File: src/sv/ptts_pkg.sv
// ----------------------------------------------------------------------------
// ptts_pkg - shared types and constants of the periodic task tick scheduler
// Slot count, field widths, result codes, command and result transactions.
// ----------------------------------------------------------------------------
`timescale 1ns / 1ps
`default_nettype none

package ptts_pkg;

	// number of task slots (1 to 64)
	localparam int NUM_TASKS = 8;
	localparam int IDX_W     = (NUM_TASKS > 1) ? $clog2(NUM_TASKS) : 1;
	localparam int CNT_W     = 8;
	localparam int TIDX_W    = 6;
	localparam int ENT_W     = 2 * CNT_W;

	// command opcodes
	localparam logic OP_TICK   = 1'b0;
	localparam logic OP_CREATE = 1'b1;

	typedef enum logic [1:0] {
		KIND_STATUS = 2'd0,
		KIND_FIRE   = 2'd1,
		KIND_END    = 2'd2
	} kind_t;

	typedef enum logic [1:0] {
		ST_OK       = 2'd0,
		ST_BAD_SLOT = 2'd1,
		ST_TAKEN    = 2'd2
	} status_t;

	typedef enum logic [1:0] {
		S_IDLE,
		S_WALK,
		S_DRAIN,
		S_END
	} state_t;

	typedef struct packed {
		logic             opcode;
		logic [7:0]       slot;
		logic [CNT_W-1:0] period;
		logic [CNT_W-1:0] first_delay;
	} cmd_t;

	typedef struct packed {
		kind_t             kind;
		status_t           status;
		logic [TIDX_W-1:0] task_index;
		logic              last;
	} res_t;

	// sequencer to datapath control
	typedef struct packed {
		logic             rd_en;
		logic [IDX_W-1:0] rd_idx;
		logic             s1_vld;
		logic [IDX_W-1:0] s1_idx;
		logic             end_tick;
	} seq_ctl_t;

endpackage

`default_nettype wire

File: src/sv/ptts_ram.sv
// ----------------------------------------------------------------------------
// ptts_ram - simple dual port synchronous RAM
// One write port, one read port with registered read data.
// ----------------------------------------------------------------------------
`timescale 1ns / 1ps
`default_nettype none

module ptts_ram #(
	parameter int DEPTH = 8,
	parameter int WIDTH = 16,
	parameter int AW    = (DEPTH > 1) ? $clog2(DEPTH) : 1
) (
	input  wire logic             clk,
	input  wire logic             wr_en,
	input  wire logic [AW-1:0]    wr_addr,
	input  wire logic [WIDTH-1:0] wr_data,
	input  wire logic             rd_en,
	input  wire logic [AW-1:0]    rd_addr,
	output logic      [WIDTH-1:0] rd_data
);

	logic [WIDTH-1:0] mem [DEPTH];

	// write port
	always_ff @(posedge clk) begin
		if (wr_en) begin
			mem[wr_addr] <= wr_data;
		end
	end

	// read port, registered read data
	always_ff @(posedge clk) begin
		if (rd_en) begin
			rd_data <= mem[rd_addr];
		end
	end

endmodule

`default_nettype wire

File: src/sv/ptts_seq.sv
// ----------------------------------------------------------------------------
// ptts_seq - tick walk sequencer
// Steps the slot index through the table, one read per cycle, and tracks
// the read-to-update stage and the end-of-tick transaction.
// ----------------------------------------------------------------------------
`timescale 1ns / 1ps
`default_nettype none

module ptts_seq (
	input  wire logic                clk,
	input  wire logic                arst_n,
	input  wire logic                start,
	input  wire logic                opcode,
	output logic                     busy,
	output ptts_pkg::seq_ctl_t       ctl
);

	ptts_pkg::state_t               state_q, state_d;
	logic [ptts_pkg::IDX_W-1:0]     idx_q, idx_d;
	logic                           s1_vld_s1;
	logic [ptts_pkg::IDX_W-1:0]     s1_idx_s1;
	logic                           rd_en;
	logic                           end_tick;

	// state and index registers
	always_ff @(posedge clk or negedge arst_n) begin
		if (!arst_n) begin
			state_q <= ptts_pkg::S_IDLE;
			idx_q   <= '0;
		end else begin
			state_q <= state_d;
			idx_q   <= idx_d;
		end
	end

	// next state and outputs
	always_comb begin
		state_d  = state_q;
		idx_d    = idx_q;
		rd_en    = 1'b0;
		busy     = 1'b1;
		end_tick = 1'b0;
		case (state_q)
			ptts_pkg::S_IDLE: begin
				busy = 1'b0;
				if (start && opcode == ptts_pkg::OP_TICK) begin
					state_d = ptts_pkg::S_WALK;
					idx_d   = '0;
				end
			end
			ptts_pkg::S_WALK: begin
				rd_en = 1'b1;
				if (idx_q == ptts_pkg::IDX_W'(ptts_pkg::NUM_TASKS - 1)) begin
					state_d = ptts_pkg::S_DRAIN;
				end else begin
					idx_d = idx_q + 1'b1;
				end
			end
			ptts_pkg::S_DRAIN: begin
				state_d = ptts_pkg::S_END;
			end
			ptts_pkg::S_END: begin
				end_tick = 1'b1;
				state_d  = ptts_pkg::S_IDLE;
			end
			default: begin
				state_d = ptts_pkg::S_IDLE;
			end
		endcase
	end

	// read-to-update stage
	always_ff @(posedge clk or negedge arst_n) begin
		if (!arst_n) begin
			s1_vld_s1 <= 1'b0;
			s1_idx_s1 <= '0;
		end else begin
			s1_vld_s1 <= rd_en;
			s1_idx_s1 <= idx_q;
		end
	end

	assign ctl.rd_en    = rd_en;
	assign ctl.rd_idx   = idx_q;
	assign ctl.s1_vld   = s1_vld_s1;
	assign ctl.s1_idx   = s1_idx_s1;
	assign ctl.end_tick = end_tick;

endmodule

`default_nettype wire

File: src/sv/periodic_task_tick_scheduler_unit.sv
// ----------------------------------------------------------------------------
// periodic_task_tick_scheduler_unit - time-triggered cooperative scheduler
// Task slot table with create and tick commands.
// ----------------------------------------------------------------------------
// Usage:
//   A command transaction is taken at a rising edge with start high and busy
//   low. Create (opcode 1) checks the slot and answers with one status
//   result on the following cycle; busy stays low, so commands may follow
//   every cycle. Tick (opcode 0) walks all NUM_TASKS slots in ascending
//   order, one RAM read per cycle, and updates each used slot in the cycle after
//   its read. Each firing slot gives a fire result, and an end-of-tick result
//   with last set closes the tick. A tick holds busy through the walk, drain and
//   end states; the walk length is set by the single read port of the slot RAM.
//   Results appear on result for one cycle, marked by strobe, in the cycle after
//   their create, slot update or end state. The receiver cannot stall them.
//   Reset clears the slot-used flags and the sequencer; periods and
//   countdowns sit in RAM and are written by the create that claims a slot.
// ----------------------------------------------------------------------------
`timescale 1ns / 1ps
`default_nettype none

module periodic_task_tick_scheduler_unit (
	input  wire logic           clk,
	input  wire logic           arst_n,
	input  wire logic           start,
	input  wire ptts_pkg::cmd_t cmd,
	output logic                busy,
	output logic                strobe,
	output ptts_pkg::res_t      result
);

	ptts_pkg::seq_ctl_t                 ctl;
	logic [ptts_pkg::NUM_TASKS-1:0]     used_q;
	logic                               create;
	logic                               slot_ok;
	logic [ptts_pkg::IDX_W-1:0]         slot_idx;
	logic                               create_ok;
	ptts_pkg::status_t                  create_st;
	logic                               wr_en;
	logic [ptts_pkg::IDX_W-1:0]         wr_addr;
	logic [ptts_pkg::ENT_W-1:0]         wr_data;
	logic [ptts_pkg::ENT_W-1:0]         rd_data;
	logic [ptts_pkg::CNT_W-1:0]         cd;
	logic [ptts_pkg::CNT_W-1:0]         per;
	logic                               s1_live;
	logic                               fire;
	logic                               strobe_q;
	ptts_pkg::res_t                     result_q;

	ptts_seq u_seq (
		.clk    (clk),
		.arst_n (arst_n),
		.start  (start),
		.opcode (cmd.opcode),
		.busy   (busy),
		.ctl    (ctl)
	);

	// create check
	assign create   = start && !busy && cmd.opcode == ptts_pkg::OP_CREATE;
	assign slot_ok  = cmd.slot < 8'(ptts_pkg::NUM_TASKS);
	assign slot_idx = cmd.slot[ptts_pkg::IDX_W-1:0];

	always_comb begin
		if (!slot_ok) begin
			create_st = ptts_pkg::ST_BAD_SLOT;
		end else if (used_q[slot_idx]) begin
			create_st = ptts_pkg::ST_TAKEN;
		end else begin
			create_st = ptts_pkg::ST_OK;
		end
	end

	assign create_ok = create && create_st == ptts_pkg::ST_OK;

	// slot-used flags
	always_ff @(posedge clk or negedge arst_n) begin
		if (!arst_n) begin
			used_q <= '0;
		end else if (create_ok) begin
			used_q[slot_idx] <= 1'b1;
		end
	end

	// slot update: entry is {period, countdown}
	assign per     = rd_data[ptts_pkg::ENT_W-1:ptts_pkg::CNT_W];
	assign cd      = rd_data[ptts_pkg::CNT_W-1:0];
	assign s1_live = ctl.s1_vld && used_q[ctl.s1_idx];
	assign fire    = s1_live && cd == '0;

	// RAM write mux; create only runs while no walk is in flight
	always_comb begin
		wr_en   = 1'b0;
		wr_addr = ctl.s1_idx;
		wr_data = {per, per};
		if (create_ok) begin
			wr_en   = 1'b1;
			wr_addr = slot_idx;
			wr_data = {cmd.period, cmd.first_delay};
		end else if (s1_live) begin
			wr_en = 1'b1;
			if (cd != '0) begin
				wr_data = {per, cd - 1'b1};
			end
		end
	end

	ptts_ram #(
		.DEPTH (ptts_pkg::NUM_TASKS),
		.WIDTH (ptts_pkg::ENT_W),
		.AW    (ptts_pkg::IDX_W)
	) u_ram (
		.clk     (clk),
		.wr_en   (wr_en),
		.wr_addr (wr_addr),
		.wr_data (wr_data),
		.rd_en   (ctl.rd_en),
		.rd_addr (ctl.rd_idx),
		.rd_data (rd_data)
	);

	// result register
	always_ff @(posedge clk or negedge arst_n) begin
		if (!arst_n) begin
			strobe_q <= 1'b0;
		end else begin
			strobe_q <= create || fire || ctl.end_tick;
		end
	end

	always_ff @(posedge clk) begin
		if (create) begin
			result_q.kind       <= ptts_pkg::KIND_STATUS;
			result_q.status     <= create_st;
			result_q.task_index <= '0;
			result_q.last       <= 1'b1;
		end else if (fire) begin
			result_q.kind       <= ptts_pkg::KIND_FIRE;
			result_q.status     <= ptts_pkg::ST_OK;
			result_q.task_index <= ptts_pkg::TIDX_W'(ctl.s1_idx);
			result_q.last       <= 1'b0;
		end else if (ctl.end_tick) begin
			result_q.kind       <= ptts_pkg::KIND_END;
			result_q.status     <= ptts_pkg::ST_OK;
			result_q.task_index <= '0;
			result_q.last       <= 1'b1;
		end
	end

	assign strobe = strobe_q;
	assign result = result_q;

	// create never overlaps a walk update
	a_create_no_walk: assert property (@(posedge clk) disable iff (!arst_n)
		create |-> !ctl.s1_vld && !ctl.end_tick)
		else $error("create during tick walk");

	// create answers with one status result on the next cycle
	a_create_status: assert property (@(posedge clk) disable iff (!arst_n)
		create |=> strobe && result.kind == ptts_pkg::KIND_STATUS && result.last)
		else $error("create status missing");

	// end of tick gives a last result
	a_end_last: assert property (@(posedge clk) disable iff (!arst_n)
		ctl.end_tick |=> strobe && result.kind == ptts_pkg::KIND_END && result.last)
		else $error("end-of-tick result missing");

	// fire results never close a transaction
	a_fire_not_last: assert property (@(posedge clk) disable iff (!arst_n)
		strobe && result.kind == ptts_pkg::KIND_FIRE |-> !result.last)
		else $error("fire result marked last");

	// walk activity only while busy
	a_walk_busy: assert property (@(posedge clk) disable iff (!arst_n)
		ctl.rd_en || ctl.s1_vld |-> busy)
		else $error("walk while not busy");

endmodule

`default_nettype wire
File: config.mk
export PLATFORM = sky130hd
export DESIGN_NAME = periodic_task_tick_scheduler_unit
export DESIGN_NICKNAME = d
export VERILOG_FILES = /design/src/sv/ptts_pkg.sv /design/src/sv/ptts_ram.sv /design/src/sv/ptts_seq.sv /design/src/sv/periodic_task_tick_scheduler_unit.sv
export SDC_FILE = /design/constraint.sdc
export NUM_CORES = 1
export LEC_CHECK = 0
export BUFFER_PORTS_ARGS = -buffer_cell sky130_fd_sc_hd__buf_4
export CAP_MARGIN = 20
export CORE_UTILIZATION = 60
export CTS_CLUSTER_SIZE = 14
export DETAILED_ROUTE_END_ITERATION = 12
export GPL_ROUTABILITY_DRIVEN = 0
export PLACE_DENSITY = 0.79
export REMOVE_ABC_BUFFERS = 1
export SETUP_SLACK_MARGIN = 0.5
export SLEW_MARGIN = 20
export SYNTH_ARGS = -nofsm -noshare
export SYNTH_HDL_FRONTEND = slang
export SYNTH_SLANG_ARGS = --single-unit
File: constraint.sdc
create_clock -name clk -period 3.7 [get_ports clk]
set_input_delay 0.185 -clock clk [delete_from_list [all_inputs] [get_ports clk]]
set_output_delay 0.185 -clock clk [all_outputs]
set_load 0.05 [all_outputs]
### Yosys cells after proc, flatten, opt, wreduce, memory -nomap -nowiden

Memories as Yosys holds them, arrays and structs flattened. A register that Yosys moved wholly into a read port is not among the register bits.
Cells that the tools add are included.

| operators by class | value |
|---|---|
| add/subtract/negate cells | 2 |
| order comparisons | 4 |
| equal/unequal tests | 7 |
| mux-type cells | 28 |
| bitwise gates (word level) | 2 |
| reductions and logical operators | 19 |

Operators by type and width:

| operator | number |
|---|---|
| 2-to-1 mux 10 bit | 2 |
| 2-to-1 mux 16 bit | 1 |
| 2-to-1 mux 8 bit | 2 |
| 2-to-1 mux 1 bit | 10 |
| 2-to-1 mux 3 bit | 3 |
| 2-to-1 mux 9 bit | 1 |
| logical NOT 8 bit | 1 |
| < comparator 3 x 4 -> 1 bit (second input constant) | 2 |
| < comparator 8 x 4 -> 1 bit (second input constant) | 1 |
| 2-to-1 mux 2 bit | 4 |
| OR 8 bit | 1 |
| case mux 2 bit (4 select lines) | 1 |
| nonzero test 8 bit | 1 |
| subtractor 8 x 1 -> 8 bit (second input constant) | 1 |
| logical AND 1 bit | 7 |
| binary-select mux 1 bit (select 3 bit) | 2 |
| case mux 3 bit (2 select lines) | 1 |
| == test 2 bit (second input constant) | 2 |
| logical NOT 2 bit | 2 |
| inequality test 2 x 1 -> 1 bit (second input constant) | 2 |
| nonzero test 2 bit | 2 |
| adder 3 x 1 -> 3 bit (second input constant) | 1 |
| demux 1 bit (select 3 bit) | 1 |
| == test 3 bit (second input constant) | 1 |
| other kinds (9) | 10 |

| storage, ports and cells | value |
|---|---|
| register bits after elaboration | 26 |
| bits in writable memories | 128 |
| output and inout port bits | 13 |
| memories | 1 |

Memory list:

| memory | depth | bits a word | read ports | clocked after Yosys merged registers in | wr ports | RTL line | RTL |
|---|---|---|---|---|---|---|---|
| u_ram.mem | 8 | 16 | 1 | 1 | 1 | ptts_ram.sv:22 | `logic [WIDTH-1:0] mem [DEPTH];` |

### Longest topological paths before layout

| depth | value |
|---|---|
| word-level depth | 9 |
| mapped depth | 10 |

### Hierarchy

Synthesis repeated with hierarchy kept, for this count alone.

| second synthesis, totals | value |
|---|---|
| cell total of the unflattened synthesis | 404 |
| area, all modules | 7270.7 um^2 |

Modules (own cells, without submodules):

| module | times used | cells an instance | area an instance (um^2) | sequential area each (um^2) |
|---|---|---|---|---|
| ptts_ram | 1 | 214 | 5454.0 | 4324.1 |
| periodic_task_tick_scheduler_unit | 1 | 150 | 1325.0 | 405.4 |
| ptts_seq | 1 | 40 | 491.7 | 225.2 |

### Worst setup path after synthesis

OpenSTA, ideal clock, no wires.

| path | value |
|---|---|
| path type | register to register |
| start | register u_seq.state_q[0] |
| end | memory u_ram.mem[0][0], enable pin |
| setup time | 0.416 ns |
| arrival time | 2.921 ns |
| data required time | 3.284 ns |
| slack | 0.363 ns |
| stages on the path, launching flop included | 10 |
| buffers on the path | 2 |
| cell sequence | dfrtp_1 -> inv_1 -> ha_1 -> and3_1 -> buf_4 -> nand3_2 -> nor4_2 -> nand2b_1 -> clkbuf_1 -> o32ai_1 |

| between the ends | value |
|---|---|
| cells in the longest elaborated chain, start to end | 7 |

RTL lines:

| what | RTL line | RTL |
|---|---|---|
| start, declared | ptts_seq.sv:18 | `ptts_pkg::state_t state_q, state_d;` |
| start signal, assigned | ptts_seq.sv:28 | `state_q <= ptts_pkg::S_IDLE;` |
| start signal, assigned | ptts_seq.sv:31 | `state_q <= state_d;` |
| logical NOT 2 bit * | ptts_seq.sv:43 | `case (state_q)` |
| logical AND 1 bit * (2 in a row) | periodic_task_tick_scheduler_unit.sv:60 | `assign create = start && !busy && cmd.opcode == ptts_pkg::OP_CREATE;` |
| logical AND 1 bit * | periodic_task_tick_scheduler_unit.sv:74 | `assign create_ok = create && create_st == ptts_pkg::ST_OK;` |
| 2-to-1 mux 1 bit | periodic_task_tick_scheduler_unit.sv:96 | `if (create_ok) begin` |
| 2-to-1 mux 1 bit | ptts_ram.sv:26 | `if (wr_en) begin` |
| 2-to-1 mux 1 bit (not written as such) | ptts_ram.sv:27 | `mem[wr_addr] <= wr_data;` |
| end, declared | ptts_ram.sv:22 |  |

Every way passes the cells marked *; elsewhere a longest branch is shown, timed or not.

### Worst setup path in the final report

| path | value |
|---|---|
| start | register u_seq.state_q[0] |
| end | memory u_ram.mem[2][8], enable pin |

The elaborated chain is that of the path after synthesis.

==> flow_metrics.tcl <==
set metrics [dict create \
    cts_sinks 170 \
    grt_use_total_pct 24.4 \
    syn_area_um2 7110 \
    fill_cells 676 \
    status "finished, final reports clean" \
    vias_per_cell 6.16 \
    hold_path.class "in -> reg" \
    die_area_um2 12300 \
    clkPwrFrac_pct 27.8 \
    vias 3730 \
    yosysUniqueCellTypes 52 \
    first_global_vias 3853 \
    cp.arrival_ns 3.24 \
    end_kind "register" \
    pwr-share-seq_pct 45.7 \
    drc 0 \
    fp.dieW_um 111 \
    num-nets-final 486 \
    cpPeakStageDelay_ns 0.40 \
    gr-total-overflow 0 \
    reg2reg_depth 9 \
    synth_top_flop_cell "edfxtp_1" \
    clockBufferDepth 2 \
    finalHoldViolations 0 \
    setup_viol_count_final 0 \
    post-route-util_pct 71.7 \
    antenna_left 0 \
    rsz0062_at_grt "false" \
    cap_viol_max_count 0 \
    yosys_warnings 0 \
    power_switching_uw 1830 \
    io_buffer_count 37 \
    synth_seq_cells 170 \
    worstSetupPathType "reg -> reg" \
    combPwrFrac_pct 26.6 \
    dr.pass1.iters 4 \
    io_pins 41 \
    cellPowerDensity_nw_per_um2 763 \
    hold-path-cell-count 3 \
    clock_skew_ns 0.00896 \
    min_period_over_period_pct 82.5 \
    cts_max_level 4 \
    worst-path-buf-inv 3 \
    core_um2 11500 \
    die_h_um 111 \
    fin_cells 606 \
    p_int_uw 4440 \
    synth_edf_count 146 \
    wirelength_um 13700 \
    tritoncts.num_buffers 17 \
    grt_max_degree 37 \
    finalPower_uw 6270 \
    avgSynthCellArea_um2 17.9 \
    ir_drop_uv 716 \
    worstSetupPathDepth 9 \
    wire_per_inst_um 22.7 \
    dp_cells 570 \
    hpwlAfterDp_um 8450 \
    drive_above_1_share_pct 31.5 \
    area_delta_synth_final_pct 15.6 \
    async_flop_share_pct 10.6 \
    finalMaxSlewViolations 0 \
    cts_setup_buffers 0 \
    start_util_pct 62.0 \
    leakage_uw 0.00281 \
    max-slew-margin-rel_pct 41.1 \
    grt_antenna_before_repair 0 \
    critPathTopFamily "simple AND/OR/NAND/NOR gates" \
    cp_common_cell "buf_8" \
    path_clk_slew_ns 0.06 \
    critPathMaxFanout 28 \
    clock_latency_ns 0.43 \
    synth_cells 398 \
    max_freq_mhz 328 \
    cts_root_buffer "clkbuf_16" \
    cp_slowest_cell "dfrtp_1" \
    worstPathRequired_ns 3.89 \
    start_kind "register" \
    tightest_slew_ns 0.875 \
    ys_seq_area_share_pct 69.7 \
    drt_iter0_drc 268 \
    cp_cell_sequence "inv_1, ha_1, and3_1, nand3_2, nor4_4, buf_8, or2_1, o22ai_2, buf_8" \
    cts_tree "yes" \
    fin_crit_ns 3.05 \
    diodes 0 \
    grt_pass1_wl_um 21600 \
    rows 39 \
    switching_share_pct 29.2 \
]
==> cell usage after synthesis, types with 2 or more instances <==
master | n | area, um^2
o21bai_1 | 6 | 45.0
buf_2 | 5 | 25.0
mux4_2 | 32 | 721
mux2_4 | 4 | 60.1
o21ai_1 | 2 | 10.0
edfxtp_1 | 146 | 4380
nand2b_1 | 4 | 25.0
nor2_1 | 13 | 48.8
o31ai_1 | 3 | 22.5
a22o_1 | 4 | 35.0
dfrtp_1 | 18 | 450
nor3_1 | 5 | 25.0
dfxtp_1 | 6 | 120
a21oi_1 | 6 | 30.0
o22ai_1 | 7 | 43.8
xor2_1 | 3 | 26.3
clkbuf_1 | 7 | 26.3
mux2_2 | 21 | 236
nand2_1 | 18 | 67.6
nand3_1 | 4 | 20.0
buf_6 | 2 | 22.5
buf_4 | 7 | 52.6
o22ai_2 | 3 | 37.5
inv_1 | 9 | 33.8
or3_1 | 2 | 12.5
ha_1 | 8 | 100
o21ai_0 | 15 | 75.1
mux2i_1 | 11 | 110
or3b_1 | 4 | 35.0
==> cells by family (layout without fill, tap and decap cells) <==
logic type | count (synthesis) | count (layout) | synth area share (%)
flip-flops | 170 | 170 | 69.7
multiplexers | 68 | 68 | 15.9
AND/OR/NAND/NOR | 64 | 64 | 5.05
AO/OA/AOI/OAI | 52 | 52 | 4.88
buffers and inverters | 31 | 94 | 2.54
adder cells (fa/ha/maj) | 8 | 8 | 1.41
XOR/XNOR | 4 | 4 | 0.493
other | 1 | 3 | 0.0528
==> worst min-delay path, stage by stage <==
cell,delay [ns]
buf_4,0.09
nand3_1,0.09
o21ai_0,0.09
==> cell usage in the layout, fill, tap and decap left out, drive strengths merged, types with 4 or more instances in the layout <==
master | synthesis | final
clkbuf | 7 | 18
nand2b | 5 | 5
mux2 | 25 | 25
clkinv | 0 | 7
inv | 9 | 10
buf | 15 | 50
a21oi | 6 | 6
dfrtp | 18 | 18
nand3 | 5 | 5
nor3 | 5 | 5
dfxtp | 6 | 6
mux4 | 32 | 32
o22ai | 10 | 10
nand2 | 19 | 19
o21bai | 6 | 6
a22o | 4 | 4
ha | 8 | 8
mux2i | 11 | 11
nor2 | 13 | 13
edfxtp | 146 | 146
o21ai | 17 | 17
or3b | 4 | 4
==> metal layers <==
layer	track usage [%]	up-vias	share of wire (%)
met3	6.51	21	5.9
met5	0	-	0
li1	-	1677	-
met1	32.8	1896	42
met2	38.9	136	50
met4	9.07	0	1.6
==> power groups by stage <==
stage / clock (uW) / combinational [uW] / sequential, uW
3_3_place_gp: 0 / 1580 / 2880
2_1_floorplan: 0 / 1010 / 3000
3_5_place_dp: 0 / 1630 / 2900
4_1_cts: 1770 / 1660 / 2860
6_report: 1740 / 1670 / 2860
5_1_grt: 1840 / 1800 / 2900
==> sequential cells by signal, indices dropped and copies added (netlist names), 2 cells and up <==
signal,flops
u_seq.state_q,2
u_ram.mem,128
u_seq.idx_q,3
result,8
u_seq.s1_idx_s1,3
used_q,8
u_ram.rd_data,16
==> what timing repair did <==
| item | CTS | global route |
|---|---|---|
| endpoints found under the setup margin | 32 | 65 |
| hold buffers | 3 | 0 |
| pin swaps | 0 | 0 |
| endpoints found under the hold margin | 19 | 0 |
| gates resized for setup | 2 | 4 |
==> layout make-up <==
cell class / count / area [um^2] / share of cell area, %
tap: 143 / 179 / 2.18
clock inverter: 14 / 154 / 1.87
inverter: 9 / 33.8 / 0.411
timing repair buffer: 53 / 428 / 5.21
multi-input combinational: 199 / 2040 / 24.8
sequential: 170 / 4960 / 60.3
clock buffer: 18 / 429 / 5.22
==> path summary, 6_finish.rpt <==
| check | slack (ns) | startpoint | end |
|---|---|---|---|
| max | 0.65 | u_seq.state_q[0] | u_ram.mem[2][8] |
| min | 0.06 | start | result[0] |
| max reg2reg | 0.65 | u_seq.state_q[0] | u_ram.mem[2][8] |
| min reg2reg | 0.50 | result[10] | result[10] |
| max in group asynchronous | 3.31 | arst_n | u_seq.idx_q[0] |
| min in group asynchronous | 0.17 | arst_n | strobe |
==> per-stage QoR <==
step                worst slack (ns)  hold WS, ns  TNS (ns)  instance area, um^2
finish                         0.648       0.0648         0                 8220
detailed placement             0.409       0.0728         0                 7560
global route                   0.506       0.0793         0                 8220
global placement               0.488       0.0691         0                 7540
CTS                            0.504       0.0553         0                 8190
floorplan                      -1.38       -0.111    -81.01                 6970
(Power assumes the default switching activity.)
